<file path="src/srsw_pkg.sv">
// ----------------------------------------------------------------------------
// srsw_pkg
// Shared types and constants for the selective-repeat sender window.
// ----------------------------------------------------------------------------
package srsw_pkg;

  localparam int Window     = 32;
  localparam int SlotW      = $clog2(Window);
  localparam int CntW       = $clog2(Window + 1);
  localparam int TimerW     = 24;
  localparam int WinW       = 6;
  localparam int SeqW       = 32;
  localparam int CfgIdxW    = 1;
  localparam int CfgDataW   = 24;

  localparam logic [CfgIdxW-1:0] REG_MAX_WINDOW = 1'd0;
  localparam logic [CfgIdxW-1:0] REG_TIMEOUT    = 1'd1;

  localparam logic [1:0] CMD_SEND = 2'd0;
  localparam logic [1:0] CMD_ACK  = 2'd1;
  localparam logic [1:0] CMD_TICK = 2'd2;
  localparam logic [1:0] CMD_NOP  = 2'd3;

  localparam logic [2:0] KIND_SENT    = 3'd0;
  localparam logic [2:0] KIND_LOST    = 3'd1;
  localparam logic [2:0] KIND_REFUSED = 3'd2;
  localparam logic [2:0] KIND_ACKED   = 3'd3;
  localparam logic [2:0] KIND_BAD_ACK = 3'd4;
  localparam logic [2:0] KIND_RETX    = 3'd5;

  localparam logic [WinW-1:0]   CWND_RESET    = WinW'(2);
  localparam logic [WinW-1:0]   MAXWIN_RESET  = WinW'(32);
  localparam logic [TimerW-1:0] TIMEOUT_RESET = TimerW'(300000);

  typedef struct packed {
    logic [1:0]      command;
    logic [SeqW-1:0] ack_number;
    logic            lost;
  } in_item_t;

  typedef struct packed {
    logic [2:0]      kind;
    logic [SeqW-1:0] seq_number;
    logic [WinW-1:0] window_now;
    logic            last;
  } out_item_t;

endpackage

</file>
<file path="src/srsw_cmd_queue.sv">
// ----------------------------------------------------------------------------
// srsw_cmd_queue
// Two-entry queue between the command front end and the window engine.
// ----------------------------------------------------------------------------
module srsw_cmd_queue (
  input  logic               clk,
  input  logic               rst,
  input  logic               wr,
  input  srsw_pkg::in_item_t wr_data,
  output logic               full,
  input  logic               rd,
  output srsw_pkg::in_item_t rd_data,
  output logic               empty
);
  import srsw_pkg::*;

  in_item_t   mem [2];
  logic       wptr, rptr;
  logic [1:0] count;

  assign full    = (count == 2'd2);
  assign empty   = (count == 2'd0);
  assign rd_data = mem[rptr];

  // storage
  always_ff @(posedge clk) begin
    if (wr && !full) mem[wptr] <= wr_data;
  end

  // pointers and fill count
  always_ff @(posedge clk) begin
    if (rst) begin
      wptr  <= 1'b0;
      rptr  <= 1'b0;
      count <= 2'd0;
    end else begin
      if (wr && !full) wptr <= ~wptr;
      if (rd && !empty) rptr <= ~rptr;
      count <= count + 2'(wr && !full) - 2'(rd && !empty);
    end
  end

  a_no_overflow: assert property (@(posedge clk) disable iff (rst)
    count <= 2'd2) else $error("queue count overflow");
  a_pop_changes: assert property (@(posedge clk) disable iff (rst)
    (rd && !empty && !(wr && !full)) |=> count == $past(count) - 2'd1)
    else $error("queue count not reduced on read");
endmodule

</file>
<file path="src/srsw_engine.sv">
// ----------------------------------------------------------------------------
// srsw_engine
// Window engine: runs one command at a time and pushes results out; slides the
// base one slot per cycle; scans slot timers one per cycle unless output stalls.
// ----------------------------------------------------------------------------
module srsw_engine (
  input  logic                       clk,
  input  logic                       rst,
  input  srsw_pkg::in_item_t         cmd,
  input  logic                       cmd_valid,
  output logic                       cmd_take,
  input  logic [srsw_pkg::WinW-1:0]  max_window,
  input  logic [srsw_pkg::TimerW-1:0] timeout_ticks,
  output srsw_pkg::out_item_t        res,
  output logic                       empty,
  input  logic                       pop
);
  import srsw_pkg::*;

  localparam logic [2:0] ST_IDLE  = 3'd0;
  localparam logic [2:0] ST_EMIT  = 3'd1;
  localparam logic [2:0] ST_SLIDE = 3'd2;
  localparam logic [2:0] ST_SCAN  = 3'd3;
  localparam logic [2:0] ST_FLUSH = 3'd4;

  logic [2:0]        state;
  logic [SeqW-1:0]   base_seq, next_seq;
  logic [WinW-1:0]   cong_window;
  logic [SlotW-1:0]  head_slot;
  logic [Window-1:0] slot_acked, slot_running;
  logic [TimerW-1:0] slot_timer [Window];

  // pending result for a command, and the scan cursor
  out_item_t         pend;
  logic [CntW-1:0]   scan_i, scan_n;
  logic              have_hold;
  out_item_t         hold;

  // output register
  logic              out_full;
  out_item_t         out_reg;
  logic              out_load;

  assign res   = out_reg;
  assign empty = !out_full;
  wire out_free = !out_full || pop;

  logic [SeqW-1:0]  in_flight;
  logic [SeqW-1:0]  ack_off;
  logic [SlotW-1:0] send_slot, ack_slot, scan_slot;
  logic [WinW-1:0]  grow_limit;
  logic [TimerW-1:0] cur_timer;

  assign in_flight  = next_seq - base_seq;
  assign ack_off    = cmd.ack_number - base_seq;
  assign send_slot  = head_slot + in_flight[SlotW-1:0];
  assign ack_slot   = head_slot + ack_off[SlotW-1:0];
  assign scan_slot  = head_slot + scan_i[SlotW-1:0];
  assign grow_limit = (max_window < WinW'(Window)) ? max_window : WinW'(Window);
  assign cur_timer  = slot_timer[scan_slot];

  assign cmd_take = (state == ST_IDLE) && cmd_valid;

  // result register loads from emit, or from a held retransmit during the scan
  assign out_load = ((state == ST_EMIT) && out_free) ||
                    ((state == ST_SCAN) && (scan_i != scan_n) && slot_running[scan_slot] &&
                     (cur_timer <= TimerW'(1)) && have_hold && out_free);

  always_ff @(posedge clk) begin
    if (rst) begin
      state        <= ST_IDLE;
      base_seq     <= '0;
      next_seq     <= '0;
      cong_window  <= CWND_RESET;
      head_slot    <= '0;
      slot_acked   <= '0;
      slot_running <= '0;
      out_full     <= 1'b0;
      have_hold    <= 1'b0;
      scan_i       <= '0;
      scan_n       <= '0;
    end else begin
      if (out_load) out_full <= 1'b1;
      else if (pop) out_full <= 1'b0;
      unique case (state)
        ST_IDLE: begin
          if (cmd_valid) begin
            case (cmd.command)
              CMD_SEND: begin
                pend.last <= 1'b1;
                if (in_flight >= SeqW'(cong_window) || in_flight >= SeqW'(Window)) begin
                  pend.kind       <= KIND_REFUSED;
                  pend.seq_number <= next_seq;
                  pend.window_now <= cong_window;
                end else begin
                  pend.kind       <= cmd.lost ? KIND_LOST : KIND_SENT;
                  pend.seq_number <= next_seq;
                  if (cmd.lost && cong_window > WinW'(2)) begin
                    cong_window     <= cong_window >> 1;
                    pend.window_now <= cong_window >> 1;
                  end else if (cmd.lost && cong_window < WinW'(2)) begin
                    cong_window     <= WinW'(2);
                    pend.window_now <= WinW'(2);
                  end else begin
                    pend.window_now <= cong_window;
                  end
                  slot_acked[send_slot]   <= 1'b0;
                  slot_running[send_slot] <= 1'b1;
                  slot_timer[send_slot]   <= timeout_ticks;
                  next_seq <= next_seq + 1'b1;
                end
                state <= ST_EMIT;
              end
              CMD_ACK: begin
                pend.last       <= 1'b1;
                pend.seq_number <= cmd.ack_number;
                if (ack_off >= in_flight || slot_acked[ack_slot]) begin
                  pend.kind       <= KIND_BAD_ACK;
                  pend.window_now <= cong_window;
                  state           <= ST_EMIT;
                end else begin
                  pend.kind <= KIND_ACKED;
                  if (cong_window < grow_limit && cong_window < 6'd63) begin
                    cong_window     <= cong_window + 1'b1;
                    pend.window_now <= cong_window + 1'b1;
                  end else begin
                    pend.window_now <= cong_window;
                  end
                  slot_acked[ack_slot]   <= 1'b1;
                  slot_running[ack_slot] <= 1'b0;
                  state                  <= ST_SLIDE;
                end
              end
              CMD_TICK: begin
                scan_i    <= '0;
                scan_n    <= (in_flight >= SeqW'(Window)) ? CntW'(Window)
                                                         : in_flight[CntW-1:0];
                have_hold <= 1'b0;
                state     <= ST_SCAN;
              end
              default: ;
            endcase
          end
        end
        ST_SLIDE: begin
          // one head slot per cycle
          if (base_seq != next_seq && slot_acked[head_slot]) begin
            slot_acked[head_slot] <= 1'b0;
            base_seq  <= base_seq + 1'b1;
            head_slot <= head_slot + 1'b1;
          end else begin
            state <= ST_EMIT;
          end
        end
        ST_EMIT: begin
          if (out_free) begin
            out_reg  <= pend;
            state    <= ST_IDLE;
          end
        end
        ST_SCAN: begin
          // one slot per cycle while no held expiry waits on the output; a found
          // expiry waits in hold until the next one (or the end) settles its last flag
          if (scan_i == scan_n) begin
            if (have_hold) begin
              pend  <= '{kind: hold.kind, seq_number: hold.seq_number,
                         window_now: hold.window_now, last: 1'b1};
              state <= ST_EMIT;
            end else begin
              state <= ST_IDLE;
            end
          end else if (!slot_running[scan_slot]) begin
            scan_i <= scan_i + 1'b1;
          end else if (cur_timer > TimerW'(1)) begin
            slot_timer[scan_slot] <= cur_timer - 1'b1;
            scan_i <= scan_i + 1'b1;
          end else if (!have_hold || out_free) begin
            if (have_hold) begin
              out_reg  <= hold;
            end
            slot_timer[scan_slot] <= timeout_ticks;
            hold.kind       <= KIND_RETX;
            hold.seq_number <= base_seq + SeqW'(scan_i);
            hold.window_now <= cong_window;
            hold.last       <= 1'b0;
            have_hold       <= 1'b1;
            scan_i          <= scan_i + 1'b1;
          end
        end
        default: state <= ST_IDLE;
      endcase
    end
  end

  a_inflight: assert property (@(posedge clk) disable iff (rst)
    in_flight <= SeqW'(Window)) else $error("too many packets in flight");
  a_cwnd_range: assert property (@(posedge clk) disable iff (rst)
    cong_window != '0 && cong_window <= WinW'(Window))
    else $error("congestion window out of range");
  a_out_hold: assert property (@(posedge clk) disable iff (rst)
    (out_full && !pop) |=> out_full && $stable(out_reg))
    else $error("waiting result changed before transfer");
  a_take_idle: assert property (@(posedge clk) disable iff (rst)
    cmd_take |=> state != ST_IDLE || $past(cmd.command) == CMD_NOP)
    else $error("command taken without work");
endmodule

</file>
<file path="src/selective_repeat_sender_window.sv">
// Path: a command is written into the two-entry queue, taken by the engine in
// its idle state and put on the result ports from the emit state; a good ack
// first slides the window over each acked head slot.
// One command at a time: a tick scans each in-flight slot (up to 32) and may
// retransmit; a waiting result stalls the engine.
// Reset (rst, synchronous): window empty, congestion window 2, max_window 32.
// ----------------------------------------------------------------------------
// selective_repeat_sender_window
// Selective-repeat ARQ sender with congestion window, queue-style ports.
// ----------------------------------------------------------------------------
module selective_repeat_sender_window (
  input  logic                           clk,
  input  logic                           rst,
  input  logic                           push,
  output logic                           full,
  input  srsw_pkg::in_item_t             in_item,
  output logic                           empty,
  input  logic                           pop,
  output srsw_pkg::out_item_t            out_item,
  input  logic                           cfg_we,
  input  logic [srsw_pkg::CfgIdxW-1:0]   cfg_index,
  input  logic [srsw_pkg::CfgDataW-1:0]  cfg_data
);
  import srsw_pkg::*;

  logic [WinW-1:0]   max_window;
  logic [TimerW-1:0] timeout_ticks;
  in_item_t          q_data;
  logic              q_empty, q_take;

  // configuration registers
  always_ff @(posedge clk) begin
    if (rst) begin
      max_window    <= MAXWIN_RESET;
      timeout_ticks <= TIMEOUT_RESET;
    end else if (cfg_we) begin
      unique case (cfg_index)
        REG_MAX_WINDOW: max_window    <= cfg_data[WinW-1:0];
        REG_TIMEOUT:    timeout_ticks <= cfg_data;
        default: ;
      endcase
    end
  end

  srsw_cmd_queue u_queue (
    .clk(clk), .rst(rst), .wr(push), .wr_data(in_item), .full(full),
    .rd(q_take), .rd_data(q_data), .empty(q_empty)
  );

  srsw_engine u_engine (
    .clk(clk), .rst(rst), .cmd(q_data), .cmd_valid(!q_empty), .cmd_take(q_take),
    .max_window(max_window), .timeout_ticks(timeout_ticks),
    .res(out_item), .empty(empty), .pop(pop)
  );
endmodule
</file>
<file path="config.mk">
export PLATFORM = sky130hd
export DESIGN_NAME = selective_repeat_sender_window
export DESIGN_NICKNAME = d
export VERILOG_FILES = /design/src/srsw_pkg.sv /design/src/srsw_cmd_queue.sv /design/src/srsw_engine.sv /design/src/selective_repeat_sender_window.sv
export SDC_FILE = /design/constraint.sdc
export NUM_CORES = 2
export LEC_CHECK = 0
export BUFFER_PORTS_ARGS = -buffer_cell sky130_fd_sc_hd__buf_2
export CAP_MARGIN = 10
export CORE_ASPECT_RATIO = 1.25
export CORE_MARGIN = 4
export CORE_UTILIZATION = 50
export CTS_BUF_LIST = sky130_fd_sc_hd__clkbuf_4 sky130_fd_sc_hd__clkbuf_8 sky130_fd_sc_hd__clkbuf_16
export CTS_CLUSTER_SIZE = 40
export DETAILED_ROUTE_END_ITERATION = 6
export PLACE_DENSITY = 0.64
export SYNTH_ARGS = -nofsm -noshare
export SYNTH_HDL_FRONTEND = slang
export SYNTH_SLANG_ARGS = --single-unit
</file>
<file path="constraint.sdc">
create_clock -name clk -period 15.1 [get_ports clk]
set_clock_uncertainty 0.15 [all_clocks]
set_input_delay 2.265 -clock clk [delete_from_list [all_inputs] [get_ports clk]]
set_output_delay 2.265 -clock clk [all_outputs]
set_load 0.01 [all_outputs]
</file>
==> run metrics <==
Clock power frac=32.2%; # clock sinks=1149; yosys warns=0; PortBufs=108; nets@finish=4123; critical-path cell list=ha_4 -> inv_1 -> fa_4 -> buf_12 -> buf_4 -> mux4_2 -> mux4_2 -> mux2_2 -> a211oi_2 -> nand4_1 -> nor4_4 -> a31oi_2 -> buf_4 -> mux2i_1 -> nor2_4; antenna violation net count after detailed routing=0; CTS hold repair buffers=0; Site Rows=134; Die Area=113000 um^2; hold path cells=2; Critical Path AT=8.74 ns; Setup Buffers After CTS=0; max-capacitance violation count=0; Worst-Skew Late Latency=0.75 ns; Slew HR=15.5%; All-Layer GR Usage=26.6%; effective utilization at floorplan=50.4%; final core utilization=56.1%; first-pass GRT wire length=222000 um; #FFs+latches synth=1149; root buf cell=clkbuf_16; fin. max-slew vios=0; Die Y=375 um; Worst Reg-to-Reg Cells=15; Peak VDD IR=0.113 mV; Switching Fraction=30.8%; top_reg_cell synth=edfxtp_1; CTS resizes=0; Worst EP required=15.27 ns; DR vias/cell=6.21; HP Class=reg -> reg; Period minus WS final=8.57 ns; Async SR Flop Fraction=0%; Yosys cell types=91; Mapped Avg Cell Area=14.1 um^2; Netlist Area Pre-Place=53800 um^2; Synth area leaders=edfxtp_1, mux4_2, dfxtp_1, ha_1, a21oi_1; EDFF count, synth=959; CP max-delay cell=fa_4; area leader, netlist=edfxtp_1; GP Congestion=0.940; Crit Path Class=reg -> reg; highest metal used=met5; Power Density=145 nW/um^2; 1st-iter DRT viols=2959; WL met2=76500 um; initial antenna violation count=7; largest net degree at the start of global routing=121; drt drc=0; vias in the first global route=33585; P_sw=2.67 mW; layout cells sized above 1=19.3%; Longest Clk Path Bufs=3; Comb power frac=25.9%; die extent in x=302 um; Tcrit/Tclk final=56.8%; setup_tns=0 ns; Hold Vio Cnt, Final=0; drt pass-1 iters=6; final setup violation count=0; DPL Wire Length=102000 um; Leak Pwr=20.4 nW; grt ovf=0; sequential fraction of the synthesis area=60.5%; DR WL met3=9070 um; highest clock rate=117 MHz; Critical Path Start Type=flip-flop; Post-Syn Nets=4045; final wirelength=151000 um; Post-Syn Instances=3829; Clock Pin Slew Worst Setup and Hold Paths=0.07 ns; CP max stage delay=1.13 ns; via count=33745; Pint=6.02 mW; CTS tree=yes; CTS Buf Count=108; mean routed wirelength per cell=27.7 um; I/O pin total=109; Worst-Margin Slew=1.26 ns; Yosys top cell area share=53.5%; Core ar.=107000 um^2; sequential fraction of design power=41.9%; status=completed; crit end category=flip-flop; area delta synth->final=11.2%; DRT met1 WL=55200 um; H-tree Lvls=3; critical path peak fanout=120; RSZ-0062 raised after global routing=false
power groups by stage:
stage	clock [mW]	combinational (mW)	sequential, mW
4_1_cts	2.84	2.26	3.64
3_5_place_dp	0	2.25	3.71
5_1_grt	2.98	2.42	3.65
6_report	2.80	2.25	3.64
2_1_floorplan	0	1.56	3.69
3_3_place_gp	0	2.23	3.71
per-stage QoR:
stage	worst slack (ns)	cell area [um^2]	instances	hold WS [ns]	total power, mW
floorplan	3.29	53800	3829	0.282	5.25
global placement	6.64	56200	5224	0.313	5.93
detailed placement	6.53	56200	5225	0.319	5.95
CTS	6.49	59900	5428	0.328	8.74
global route	6.13	59900	5428	0.350	9.04
finish	6.53	59900	5430	0.330	8.69
cells in the final DEF (no fill, tap or decap), types with 17 or more instances in the layout:
cell and instances:
nor2_4 34, or2_2 17, clkbuf_4 20, o21a_1 44, a21o_1 42, buf_2 107, ha_1 142, xnor2_1 116
nand2_1 238, nand3_1 73, xor2_1 38, nand2b_1 23, mux2i_1 107, a211oi_1 40, dfxtp_1 189, and3_1 35
or3_1 28, mux2_2 81, nor4_1 26, a21oi_1 222, inv_1 151, clkbuf_16 110, a31oi_1 38, nor2b_1 41
nor2_1 186, mux4_2 245, o22ai_1 17, edfxtp_1 959, nor3_1 56, nand4_1 39, buf_4 47, clkinv_2 17
a221o_1 29, o21ai_0 143
worst max-delay path, delay by kind of cell, from the launching register on:
| kind | cells | cell delay (ns) |
|---|---|---|
| flip-flops | 1 | 0.96 |
| AO/OA/AOI/OAI | 2 | 0.47 |
| buffers and inverters | 4 | 1.67 |
| AND/OR/NAND/NOR | 3 | 1.73 |
| adder cells (fa/ha/maj) | 2 | 1.37 |
| multiplexers | 4 | 1.67 |
final cells by class:
type / count / area (um^2)
Fill cell: 8533 / 46900
Clock buffer: 144 / 3100
Multi-Input combinational cell: 2337 / 20300
Timing Repair Buffer: 158 / 967
Clock inverter: 59 / 597
Antenna cell: 2 / 5.00
Sequential cell: 1149 / 32600
Tap cell: 1428 / 1790
Inverter: 153 / 574
sequential cells by signal, indices dropped and copies added, names as in the netlist, 5 cells and up, named ones only:
signal,cells
u_engine.cong_window,6
u_engine.head_slot,5
u_engine.scan_n,6
u_engine.slot_acked,32
u_queue.mem,70
u_engine.scan_i,6
u_engine.pend,41
u_engine.hold,38
u_engine.res,42
u_engine.next_seq,32
max_window,6
u_engine.slot_timer,768
u_engine.base_seq,32
timeout_ticks,24
u_engine.slot_running,32
final timing paths:
path / start / endpoint / slack [ns]
setup / recovery: u_engine.head_slot[0] / u_engine.slot_timer[11][11] / 6.53
setup reg to reg: u_engine.head_slot[0] / u_engine.slot_timer[11][11] / 6.53
hold reg to reg: u_engine.slot_running[17] / u_engine.slot_running[17] / 0.33
hold / removal: u_engine.slot_running[17] / u_engine.slot_running[17] / 0.33
routing by layer:
metal  vias to the layer above  track usage [%]
met4                         2             15.5
li1                      15048                -
met1                     17046             31.7
met3                       360             4.06
met5                         -                0
met2                      1289             45.9
synthesized netlist by cell type, drive strengths merged (16+ instances only):
library cell and number:
a21oi 223, nor3 58, nand2b 23, xnor2 117, and3 36, or3 28, dfxtp 190, edfxtp 959
o21ai 146, mux4 245, o21a 44, and2 17, or2 17, xor2 40, nand3 73, ha 145
a211oi 45, a221o 29, a31oi 39, nand2 239, nand4 40, buf 74, nor4 31, mux2 85
o22ai 17, nor2b 41, o31ai 16, nor2 221, inv 151, mux2i 111, a21o 42, clkbuf 116
cell families (layout without fill, tap and decap cells):
group / Yosys count / count (layout) / share of synthesized area (%)
mux: 441 / 441 / 14.1
xor+xnor: 157 / 157 / 2.55
buf+inv: 343 / 514 / 2.63
other cells: 0 / 2 / 0
simple gates: 864 / 864 / 7.85
compound gates: 724 / 724 / 8.70
flops: 1149 / 1149 / 60.5
fa+ha+maj: 151 / 151 / 3.59
No activity file was read; power rests on OpenSTA's default activity.
